File: config.mk
export PLATFORM = sky130hd
export DESIGN_NAME = band_pass_fir_filter
export DESIGN_NICKNAME = d
export VERILOG_FILES = /design/src/rtl/bpf_pkg.sv /design/src/rtl/bpf_mac.sv /design/src/rtl/band_pass_fir_filter.sv
export SDC_FILE = /design/constraint.sdc
export NUM_CORES = 2
export LEC_CHECK = 0
export BUFFER_PORTS_ARGS = -buffer_cell sky130_fd_sc_hd__buf_2
export CAP_MARGIN = 20
export CORE_UTILIZATION = 59
export CTS_CLUSTER_DIAMETER = 40
export DETAILED_ROUTE_END_ITERATION = 8
export GPL_TIMING_DRIVEN = 0
export PLACE_DENSITY_LB_ADDON = 0.12
export SLEW_MARGIN = 10
export SYNTH_ARGS = -nofsm -noshare
export SYNTH_HDL_FRONTEND = slang
export SYNTH_SLANG_ARGS = --single-unit
File: constraint.sdc
create_clock -name clk -period 7.8 [get_ports clk]
set_input_delay 1.56 -clock clk [delete_from_list [all_inputs] [get_ports clk]]
set_output_delay 1.56 -clock clk [all_outputs]
set_load 0.03 [all_outputs]
File: src/rtl/bpf_pkg.sv
// ----------------------------------------------------------------------------
// bpf_pkg
// Shared constants and types for the band-pass FIR filter and its
// multiply-accumulate unit.
// ----------------------------------------------------------------------------
package bpf_pkg;

  // Default filter size and operand widths.
  localparam int TAPS_DEF        = 29;
  localparam int SAMPLE_BITS_DEF = 16;
  localparam int COEF_BITS_DEF   = 18;

  // Coefficients are Q2.16, so the sum of products carries 16 fraction bits.
  localparam int FRAC_BITS = 16;

  // The tap index field of a load item is always 5 bits wide.
  localparam int CIDX_W = 5;

  // Item kinds carried on the input tuser bit.
  typedef enum logic {
    CMD_SAMPLE = 1'b0,
    CMD_LOAD   = 1'b1
  } bpf_cmd_t;

  // Control from the sequencer to the multiply-accumulate unit.
  typedef struct packed {
    logic clr;  // preload the accumulator with the rounding constant
    logic vld;  // operands on the inputs form one product term
  } bpf_mac_ctl_t;

endpackage

File: src/rtl/bpf_mac.sv
// ----------------------------------------------------------------------------
// bpf_mac
// Shared multiply-accumulate unit: one registered product per cycle, added
// into a wide accumulator that starts at the rounding constant.
// ----------------------------------------------------------------------------
module bpf_mac #(
  parameter int SAMPLE_BITS = bpf_pkg::SAMPLE_BITS_DEF,
  parameter int COEF_BITS   = bpf_pkg::COEF_BITS_DEF,
  parameter int ACC_W       = 40
) (
  input  logic                       clk,
  input  logic                       rst_n,
  input  bpf_pkg::bpf_mac_ctl_t      ctl,
  input  logic signed [SAMPLE_BITS-1:0] smp,
  input  logic signed [COEF_BITS-1:0]   coef,
  output logic signed [ACC_W-1:0]       acc,
  output logic                       busy
);
  import bpf_pkg::*;

  localparam int PROD_W = SAMPLE_BITS + COEF_BITS;
  localparam logic signed [ACC_W-1:0] ROUND_K = ACC_W'(1) <<< (FRAC_BITS - 1);

  logic signed [PROD_W-1:0] prod_r;
  logic                     prod_vld_r;
  logic signed [ACC_W-1:0]  acc_r;

  // Product stage.
  always_ff @(posedge clk) begin
    if (!rst_n) begin
      prod_vld_r <= 1'b0;
    end else begin
      prod_vld_r <= ctl.vld;
    end
    prod_r <= smp * coef;
  end

  // Accumulate stage; the clear preloads half an output LSB for rounding.
  always_ff @(posedge clk) begin
    if (ctl.clr) begin
      acc_r <= ROUND_K;
    end else if (prod_vld_r) begin
      acc_r <= acc_r + ACC_W'(prod_r);
    end
  end

  assign acc  = acc_r;
  assign busy = prod_vld_r;

endmodule

File: src/rtl/band_pass_fir_filter.sv
// ----------------------------------------------------------------------------
// band_pass_fir_filter
// Direct-form FIR filter with loadable Q2.16 coefficients, rounded and
// saturated output, and block-based restart of the window fill count.
// ----------------------------------------------------------------------------
// A load item or a sample that does not yet complete the window is taken
// while idle. A sample that completes it is accepted, swept over every tap
// through the single shared multiply-accumulate unit, and drained through
// the memory read, product and accumulate registers before the result is
// loaded into the output register. The input stays not ready during that
// sweep. A finished result waits in the output register while the next
// item is taken, and the sweep only stalls at its end if that register is
// still full.
module band_pass_fir_filter #(
  parameter int TAPS        = bpf_pkg::TAPS_DEF,
  parameter int SAMPLE_BITS = bpf_pkg::SAMPLE_BITS_DEF,
  parameter int COEF_BITS   = bpf_pkg::COEF_BITS_DEF
) (
  input  logic clk,
  input  logic rst_n,
  // Input channel.
  input  logic in_tvalid,
  output logic in_tready,
  // tdata: sample, coef_index, coef_value (lowest bits first), zero padded.
  input  logic [((SAMPLE_BITS + bpf_pkg::CIDX_W + COEF_BITS + 7) / 8) * 8 - 1:0] in_tdata,
  input  logic in_tuser,  // cmd
  input  logic in_tlast,  // last
  // Result channel.
  output logic out_tvalid,
  input  logic out_tready,
  // tdata: filtered, zero padded.
  output logic [((SAMPLE_BITS + 7) / 8) * 8 - 1:0] out_tdata,
  output logic out_tuser,  // clipped
  output logic out_tlast   // block_end
);
  import bpf_pkg::*;

  localparam int OUT_W  = ((SAMPLE_BITS + 7) / 8) * 8;
  localparam int IDX_W  = $clog2(TAPS);
  localparam int FILL_W = $clog2(TAPS + 1);
  localparam int SUM_W  = SAMPLE_BITS + COEF_BITS + $clog2(TAPS) + 1;
  localparam int MIN_W  = FRAC_BITS + SAMPLE_BITS + 2;
  localparam int ACC_W  = (SUM_W > MIN_W) ? SUM_W : MIN_W;
  localparam int YW     = ACC_W - FRAC_BITS;

  localparam logic signed [YW-1:0] Y_MAX = YW'((64'sd1 <<< (SAMPLE_BITS - 1)) - 64'sd1);
  localparam logic signed [YW-1:0] Y_MIN = -Y_MAX - YW'(1);

  typedef enum logic [1:0] {
    ST_IDLE,
    ST_RUN,
    ST_DRAIN
  } state_t;

  state_t state_r;

  // Input field unpacking.
  logic                          in_fire;
  logic signed [SAMPLE_BITS-1:0] in_sample;
  logic [CIDX_W-1:0]             in_cidx;
  logic signed [COEF_BITS-1:0]   in_coef;

  assign in_fire   = in_tvalid && in_tready;
  assign in_sample = in_tdata[SAMPLE_BITS-1:0];
  assign in_cidx   = in_tdata[SAMPLE_BITS +: CIDX_W];
  assign in_coef   = in_tdata[SAMPLE_BITS + CIDX_W +: COEF_BITS];

  // Sample ring buffer and coefficient store.
  logic [SAMPLE_BITS-1:0] smp_mem [TAPS];
  logic [COEF_BITS-1:0]   coef_mem [TAPS];
  logic [TAPS-1:0]        coef_vld_r;

  logic [IDX_W-1:0]  wptr_r;
  logic [IDX_W-1:0]  wptr_nxt;
  logic [IDX_W-1:0]  rptr_r;
  logic [IDX_W-1:0]  tap_r;
  logic [FILL_W-1:0] fill_r;
  logic [FILL_W-1:0] fill_inc;
  logic              full_w;
  logic              last_r;

  logic                          smp_wr;
  logic                          coef_wr;
  logic                          rd_vld_r;
  logic signed [SAMPLE_BITS-1:0] smp_rd_r;
  logic signed [COEF_BITS-1:0]   coef_rd_r;
  logic                          coef_ok_r;
  logic signed [COEF_BITS-1:0]   coef_op;

  assign smp_wr   = in_fire && (in_tuser == CMD_SAMPLE);
  assign coef_wr  = in_fire && (in_tuser == CMD_LOAD) && (32'(in_cidx) < 32'(TAPS));
  assign wptr_nxt = (wptr_r == IDX_W'(TAPS - 1)) ? '0 : wptr_r + IDX_W'(1);
  assign fill_inc = (fill_r < FILL_W'(TAPS)) ? fill_r + FILL_W'(1) : fill_r;
  assign full_w   = (fill_inc == FILL_W'(TAPS));

  // Sample memory: the newest sample goes one slot past the previous one.
  always_ff @(posedge clk) begin
    if (smp_wr) begin
      smp_mem[wptr_nxt] <= in_sample;
    end
    smp_rd_r <= smp_mem[rptr_r];
  end

  // Coefficient memory, read by tap number.
  always_ff @(posedge clk) begin
    if (coef_wr) begin
      coef_mem[IDX_W'(in_cidx)] <= in_coef;
    end
    coef_rd_r <= coef_mem[tap_r];
  end

  // Coefficients never loaded since reset read as zero.
  always_ff @(posedge clk) begin
    if (!rst_n) begin
      coef_vld_r <= '0;
    end else if (coef_wr) begin
      coef_vld_r[IDX_W'(in_cidx)] <= 1'b1;
    end
    coef_ok_r <= coef_vld_r[tap_r];
  end

  assign coef_op = coef_ok_r ? coef_rd_r : '0;

  // Shared multiply-accumulate unit.
  bpf_mac_ctl_t           mac_ctl;
  logic signed [ACC_W-1:0] mac_acc;
  logic                   mac_busy;

  assign mac_ctl.clr = smp_wr && full_w;
  assign mac_ctl.vld = rd_vld_r;

  bpf_mac #(
    .SAMPLE_BITS(SAMPLE_BITS),
    .COEF_BITS  (COEF_BITS),
    .ACC_W      (ACC_W)
  ) u_mac (
    .clk  (clk),
    .rst_n(rst_n),
    .ctl  (mac_ctl),
    .smp  (smp_rd_r),
    .coef (coef_op),
    .acc  (mac_acc),
    .busy (mac_busy)
  );

  // Rounding is already in the accumulator; drop the fraction and saturate.
  logic signed [YW-1:0]          y_full;
  logic signed [SAMPLE_BITS-1:0] y_sat;
  logic                          y_clip;
  logic                          pipe_busy;
  logic                          out_free;

  assign y_full = mac_acc[ACC_W-1:FRAC_BITS];

  always_comb begin
    y_sat  = y_full[SAMPLE_BITS-1:0];
    y_clip = 1'b0;
    if (y_full > Y_MAX) begin
      y_sat  = Y_MAX[SAMPLE_BITS-1:0];
      y_clip = 1'b1;
    end else if (y_full < Y_MIN) begin
      y_sat  = Y_MIN[SAMPLE_BITS-1:0];
      y_clip = 1'b1;
    end
  end

  assign pipe_busy = rd_vld_r || mac_busy;

  // Output register.
  logic                   out_vld_r;
  logic [SAMPLE_BITS-1:0] out_data_r;
  logic                   out_clip_r;
  logic                   out_last_r;
  logic                   out_load;

  assign out_free = !out_vld_r || out_tready;
  assign out_load = (state_r == ST_DRAIN) && !pipe_busy && out_free;

  // Sequencer: window bookkeeping, tap sweep and result hand-off.
  always_ff @(posedge clk) begin
    if (!rst_n) begin
      state_r   <= ST_IDLE;
      wptr_r    <= '0;
      rptr_r    <= '0;
      tap_r     <= '0;
      fill_r    <= '0;
      rd_vld_r  <= 1'b0;
      out_vld_r <= 1'b0;
      last_r    <= 1'b0;
    end else begin
      rd_vld_r <= (state_r == ST_RUN);
      // A new result fills the output register; a taken result empties it.
      if (out_load) begin
        out_vld_r <= 1'b1;
      end else if (out_tready) begin
        out_vld_r <= 1'b0;
      end
      unique case (state_r)
        ST_IDLE: begin
          if (smp_wr) begin
            wptr_r <= wptr_nxt;
            rptr_r <= wptr_nxt;
            tap_r  <= '0;
            last_r <= in_tlast;
            fill_r <= in_tlast ? '0 : fill_inc;
            if (full_w) begin
              state_r <= ST_RUN;
            end
          end
        end
        ST_RUN: begin
          rptr_r <= (rptr_r == '0) ? IDX_W'(TAPS - 1) : rptr_r - IDX_W'(1);
          tap_r  <= tap_r + IDX_W'(1);
          if (tap_r == IDX_W'(TAPS - 1)) begin
            state_r <= ST_DRAIN;
          end
        end
        ST_DRAIN: begin
          if (out_load) begin
            out_data_r <= y_sat;
            out_clip_r <= y_clip;
            out_last_r <= last_r;
            state_r    <= ST_IDLE;
          end
        end
        default: begin
          state_r <= ST_IDLE;
        end
      endcase
    end
  end

  assign in_tready  = (state_r == ST_IDLE);
  assign out_tvalid = out_vld_r;
  assign out_tdata  = OUT_W'(out_data_r);
  assign out_tuser  = out_clip_r;
  assign out_tlast  = out_last_r;

`ifndef NO_ASSERTIONS
  // A sample that completes the window starts the tap sweep.
  a_sweep_start : assert property (@(posedge clk) disable iff (!rst_n)
    (smp_wr && full_w) |=> (state_r == ST_RUN))
    else $error("full window did not start the tap sweep");

  // The fill count never passes the number of taps.
  a_fill_bound : assert property (@(posedge clk) disable iff (!rst_n)
    fill_r <= FILL_W'(TAPS))
    else $error("fill count exceeds tap count");

  // Nothing is left in the arithmetic pipeline once the block is idle.
  a_idle_empty : assert property (@(posedge clk) disable iff (!rst_n)
    (state_r == ST_IDLE) |-> !pipe_busy)
    else $error("pipeline busy while idle");

  // A drained sweep with a free output register delivers its result.
  a_result_out : assert property (@(posedge clk) disable iff (!rst_n)
    (state_r == ST_DRAIN && !pipe_busy && out_free) |=> (out_vld_r && state_r == ST_IDLE))
    else $error("drained sweep did not deliver a result");

  // Only the sweep feeds operands into the multiply-accumulate unit.
  a_operands : assert property (@(posedge clk) disable iff (!rst_n)
    rd_vld_r |-> ($past(state_r) == ST_RUN))
    else $error("operands issued outside the tap sweep");
`endif

endmodule

# Yosys cells after proc, flatten, opt, wreduce, memory -nomap -nowiden

Memory sizes are Yosys's and may differ from the RTL's. A register that Yosys moved wholly into a read port is not among the register bits.
Index checks and enable logic that the tools add are counted.

Register bits after elaboration: 148
Memory bits (writable): 986
Input port bits: 46
Memories kept: 2

Memory list:

| memory   | words | width | read ports | clocked after memory_dff | write ports | line                       | text |
|---|---|---|---|---|---|---|---|
| coef_mem | 29    | 18    | 1          | 1                        | 1           | band_pass_fir_filter.sv:70 | `logic [COEF_BITS-1:0] coef_mem [TAPS];` |
| smp_mem  | 29    | 16    | 1          | 1                        | 1           | band_pass_fir_filter.sv:69 | `logic [SAMPLE_BITS-1:0] smp_mem [TAPS];` |

Add/sub/neg operators: 5
Multipliers: 1
Order comparisons: 7
Equality and inequality tests: 9
Multiplexer cells: 26
Bitwise operators: 2
Reduce and logical (&&, ||, !) cells: 20

Operators by type and width:

| operator                                                          | count |
|---|---|
| adder 40 x 34 -> 40 bit                                           | 1 |
| multiplier 16 x 18 -> 34 bit                                      | 1 |
| 2-to-1 mux 5 bit                                                  | 6 |
| bitwise OR 29 bit                                                 | 1 |
| > comparator 24 x 16 -> 1 bit, second input constant              | 1 |
| less-than comparator 24 x 16 -> 1 bit, second input constant      | 1 |
| case mux 5 bit (2 select lines)                                   | 2 |
| 2-to-1 mux 18 bit                                                 | 1 |
| 2-to-1 mux 16 bit                                                 | 1 |
| adder 5 x 1 -> 5 bit, second input constant                       | 3 |
| == test 5 bit, second input constant                              | 3 |
| less-than comparator 5 x 6 -> 1 bit, second input constant        | 2 |
| less-than comparator 5 bit, second input constant                 | 2 |
| 2-to-1 mux 1 bit                                                  | 9 |
| logical AND 1 bit                                                 | 8 |
| 2-to-1 mux 2 bit                                                  | 4 |
| inequality test 2 x 1 -> 1 bit, second input constant             | 3 |
| case mux 2 bit (3 select lines)                                   | 1 |
| binary-select mux 1 bit (select 5 bit)                            | 1 |
| demux 1 bit (select 5 bit)                                        | 1 |
| greater-or-equal comparator 5 x 1 -> 1 bit, second input constant | 1 |
| logical NOT 5 bit                                                 | 1 |
| subtractor 5 x 1 -> 5 bit, second input constant                  | 1 |
| AND reduction 2 bit                                               | 2 |
| other kinds (10)                                                  | 13 |

# Depth between registers and ports, before layout

Word-level depth: 6
Depth in mapped cells: 28
Gate-level depth less buffers: 26

# Modules after synthesis

A second synthesis with hierarchy kept.

Cell total of the unflattened synthesis: 3842
Area total of the unflattened synthesis: 56741.9 µm²

By module, submodules not included:

| module               | instances | cells each | area an instance (µm²) | seq. area each (µm²) |
|---|---|---|---|---|
| band_pass_fir_filter | 1         | 2201       | 41867.7                | 31930.6 |
| bpf_mac              | 1         | 1641       | 14874.3                | 1501.4 |

# Worst setup path after synthesis

Ideal clock, no wire load.

Path kind: register -> register
Start: reg coef_ok_r
End: reg u_mac.prod_r[32]
Library setup time: 0.072 ns
Data arrival time: 6.431 ns
Required time: 7.728 ns
Setup slack: 1.297 ns
Cell stages (with the launch flop): 26
Path buffers: 3
Period minus slack after synthesis: 6.503 ns
Path through: dfxtp_1 -> clkbuf_1 -> clkbuf_1 -> and2_1 -> clkbuf_1 -> nand2_1 -> fa_1 -> fa_1 -> fa_1 -> inv_1 -> fa_1 -> fa_1 -> inv_1 -> fa_1 -> inv_1 -> ha_1 -> a21o_1 -> a21oi_1 -> a21boi_0 -> or2_2 -> o311ai_4 -> nor3_1 -> o41ai_2 -> o21ai_1 -> a21oi_1 -> xnor2_1

Longest elaborated chain between the ends: 2

RTL lines:

| item                         | line                        | text |
|---|---|---|
| start: declaration           | band_pass_fir_filter.sv:87  | `logic coef_ok_r;` |
| start signal: assignment     | band_pass_fir_filter.sv:119 | `coef_ok_r <= coef_vld_r[tap_r];` |
| 2-to-1 mux 18 bit            | band_pass_fir_filter.sv:122 | `assign coef_op = coef_ok_r ? coef_rd_r : '0;` |
| multiplier 16 x 18 -> 34 bit | bpf_mac.sv:35               | `prod_r <= smp * coef;` |
| end signal: assignment       | bpf_mac.sv:35               |  |
| end: declaration             | bpf_mac.sv:24               | `logic signed [PROD_W-1:0] prod_r;` |

No other way between the ends.
A chain may end at the register's enable or synchronous reset.

# Worst setup path after layout

Start: reg coef_rd_r[4] (read register of coef_mem)
End: reg u_mac.prod_r[32]

Longest elaborated chain between the ends: 2

RTL lines:

| item                         | line                        | text |
|---|---|---|
| start: declaration           | band_pass_fir_filter.sv:86  | `logic signed [COEF_BITS-1:0] coef_rd_r;` |
| 2-to-1 mux 18 bit            | band_pass_fir_filter.sv:122 |  |
| multiplier 16 x 18 -> 34 bit | bpf_mac.sv:35               |  |

No other way between the ends.

==> flow_summary_export.csv <==
group,metric,value,unit
setup_path,regToRegSetupSlack,0.38,ns
synth,synth.most_common_cell,"edfxtp_1",
sta,clock.fmax,134.7,MHz
detailed_routing,viasPerCell,6.255,
grt,grt_pass1_vias,33940,
grt,grt_usage,30.30,%
clock_tree,clock-root-buffer,"clkbuf_16",
sta,relSlewSlack,23.54,%
synth,synth_largest_area_cell,"edfxtp_1",
setup_path,crit_path_end_kind,"register",
power,p_clk_share,45.7,%
clock_tree,clk_pin_slew_worst_paths,0.06,ns
grt,use_met3,5.624,%
floorplan,die_w,311.3,µm
synth,synthTopCellsByCount,"edfxtp_1 (1004), inv_1 (334), mux4_2 (315), fa_1 (291), nand2_1 (182)",
sta,fin_crit,7.421,ns
floorplan,start_util,59.50,%
synth,yosys_warnings,0,
synth,syn_area,56450,µm²
power,internal_power,0.01083,W
status,outcome,"finished, violations left",
grt,grt_max_degree,30,
sta,hold_viol,0,
sta,holdWs,0.4332,ns
clock_tree,cts_sinks,1168,
detailed_routing,route.detailed.drc,1,
synth,syn-num-nets,3944,
grt,antenna_found_initial,11,
sta,tightestPinTransition,1.147,ns
synth,synth_area_per_cell,16.24,µm²
final_layout,final_nets,4200,
detailed_routing,drtAntennaViolNets,0,
power,p_seq_share,48.9,%
final_layout,drive_gt1_share,20.97,%
power,powerDensity,218.9,nW/µm²
detailed_routing,vias,31980,
setup_path,crit_fanout,10,
synth,synth_ff_type,"edfxtp_1",
synth,async_flop_share,0,%
grt,met1_usage,40.02,%
setup_path,critPathKind,"register to register",
grt,grt_pass1_wl,213700,µm
clock_tree,cts_buffers,140,
synth,yosys_register_bits,1168,
detailed_routing,drt-pass1-iter-count,8,
clock_tree,postCtsHoldBufs,0,
grt,overflow,0,
clock_tree,cts_buffer_depth,3,
sta,skew,0.05178,ns
floorplan,dieArea,96910,µm²
grt,grt.busiest_layer,"met2",
synth,synth_cells,3476,
floorplan,die_h,311.3,µm
sta,period_share,95.15,%
power,power.total,0.01405,W
detailed_routing,drt-initial-drc-count,3245,
floorplan,row_count,113,
power,p_sw,0.003218,W
sta,setup_violations,0,
setup_path,cp.required,8.40,ns
floorplan,core_area,94870,µm²
status,violations,"design-rule violations",
synth,synth_area_leaders,"edfxtp_1 (53%), mux4_2 (13%), fa_1 (10%), dfxtp_1 (5.8%), ha_1 (2.9%)",
grt,met2_usage,49.80,%
clock_tree,clk-insertion-delay-late,0.77,ns
power,ir_worst_vdd,0.2036,mV
floorplan,ios,66,
synth,synth_cell_type_count,87,
clock_tree,htree_levels,4,
final_layout,syn_to_final_growth,13.74,%
power,p_leak,23.04,nW
clock_tree,cts_tree,"yes",
detailed_routing,routedWlPerCell,27.91,µm
run,drv_cap,0,
hold_path,hold_class,"register to register",
synth,synth_edf_count,1004,
setup_path,startpoint_type,"register",
synth,synth_seq_area_share,59.23,%
placement,io_buffers,63,
synth,synth_top_area_share,53.41,%
detailed_routing,routed_wl,142700,µm
placement,hpwl,101000,µm
power,netSwitchingFraction,22.90,%
clock_tree,cts_setup_buffers,0,
placement,gp_congestion,0.9508,
power,combinationalPowerShare,5.4,%
sta,rsz0062_at_grt,"false",
sta,final-max-slew-violation-count,0,
setup_path,critPathArrivalTime,8.02,ns
-- placed cells by master (no fill, tap or decap), types with 16 or more instances in the layout --
cell / Yosys / routed
a21o_1: 35 / 35
a21oi_1: 79 / 78
and2_1: 22 / 16
and3_1: 144 / 144
buf_1: 24 / 24
buf_2: 6 / 70
buf_8: 0 / 42
clkbuf_1: 136 / 140
clkbuf_16: 0 / 143
clkinv_1: 0 / 17
dfxtp_1: 164 / 164
edfxtp_1: 1004 / 1004
fa_1: 291 / 291
ha_1: 131 / 131
inv_1: 334 / 334
mux2_2: 35 / 35
mux2i_1: 29 / 29
mux4_2: 315 / 315
nand2_1: 182 / 182
nand2b_1: 18 / 18
nand3_1: 31 / 31
nand4_1: 16 / 16
nor2_1: 134 / 78
nor2_2: 0 / 41
nor2b_1: 19 / 19
o21a_1: 53 / 53
o21ai_0: 36 / 36
xnor2_1: 53 / 53
xor2_1: 21 / 21
-- final timing paths --
path / from / end / cells after the start
setup / recovery: coef_rd_r[4]$_DFF_P_ / u_mac.prod_r[32]$_DFF_P_ / 25
hold / removal: last_r$_SDFFE_PN0P_ / out_tlast$_DFFE_PP_ / 0
setup reg to reg: coef_rd_r[4]$_DFF_P_ / u_mac.prod_r[32]$_DFF_P_ / 25
hold reg to reg: last_r$_SDFFE_PN0P_ / out_tlast$_DFFE_PP_ / 0
-- critical path: stages (launching register included) --
cell	delay (ns)
dfxtp_1	0.69
and2_1	0.20
clkbuf_1	0.56
nand2_1	0.18
fa_1	0.55
inv_1	0.06
fa_1	0.39
inv_1	0.07
fa_1	0.40
inv_1	0.09
fa_1	0.41
fa_1	0.50
inv_1	0.05
fa_1	0.48
inv_1	0.06
ha_1	0.32
and3_1	0.25
nand2_1	0.10
a21boi_0	0.14
or2_2	0.36
o311ai_4	0.33
nor3_1	0.15
o41ai_2	0.40
o21ai_1	0.12
a21oi_1	0.19
xnor2_1	0.23
-- sequential cells by signal (all words and copies together), names as in the netlist, 2 cells and up --
signal,cells
u_mac.acc,40
coef_vld_r,29
coef_rd_r,18
tap_r,5
out_tdata,16
fill_r,5
smp_rd_r,16
rptr_r,5
wptr_r,5
smp_mem,464
coef_mem,522
state_r,2
u_mac.prod_r,34
-- through the flow --
stage	utilization [%]	area (µm²)	std cells	TNS [ns]	setup WS, ns
after floorplan	-	56450	3476	0	1.297
after global placement	61.50	58340	4804	-0.7447	-0.2686
after detailed placement	62.56	59350	4853	-1.023	-0.2786
after CTS	67.50	64040	5100	0	0.01540
after global routing	67.67	64200	5112	0	0.004092
final	67.67	64200	5112	0	0.3787
-- cell type report --
cell class                      instances  area [µm²]
Clock buffer                          171        3734
Fill cell                            6277       30670
Sequential cell                      1168       33430
Timing Repair Buffer                  123        1245
Antenna cell                            4       10.01
Clock inverter                         82       960.9
Tap cell                             1265        1583
Multi-Input combinational cell       1801       21310
Inverter                              334        1254
Buffer                                164       675.6
-- kinds of logic (layout without fill, tap and decap cells) --
logic type / after synthesis / after routing / share of synthesized area, %
simple gates: 637 / 637 / 5.715
xor+xnor: 74 / 74 / 1.148
flops: 1168 / 1168 / 59.23
mux: 379 / 379 / 13.78
compound gates: 289 / 289 / 3.447
fa+ha+maj: 422 / 422 / 13.22
other cells: 0 / 4 / 0
buf+inv: 507 / 874 / 3.456
-- power by group through the flow --
stage,sequential [W],combinational (W),clock [W]
floorplan,0.00697,0.000474,0
global placement,0.00699,0.000716,0
detailed placement,0.00699,0.000754,0
CTS,0.00686,0.000759,0.00651
global route,0.00686,0.000825,0.00675
finish,0.00687,0.000761,0.00643
-- repair_timing --
action / 4_1_cts / 5_1_grt
gates cloned: 0 / 0
setup endpoints to repair: 5 / 7
gates resized for setup: 8 / 21
hold endpoints to repair: 0 / 0
-- routing by layer --
| metal | vias to the layer above | routed length [µm] | share of wire [%] |
|---|---|---|---|
| met5 | - | 13 | 0.0091 |
| met4 | 2 | 5849 | 4.1 |
| met3 | 327 | 11270 | 7.9 |
| met2 | 1558 | 70640 | 50 |
| met1 | 16640 | 54910 | 38 |
| li1 | 13450 | - | - |
(Power assumes the default switching activity.)
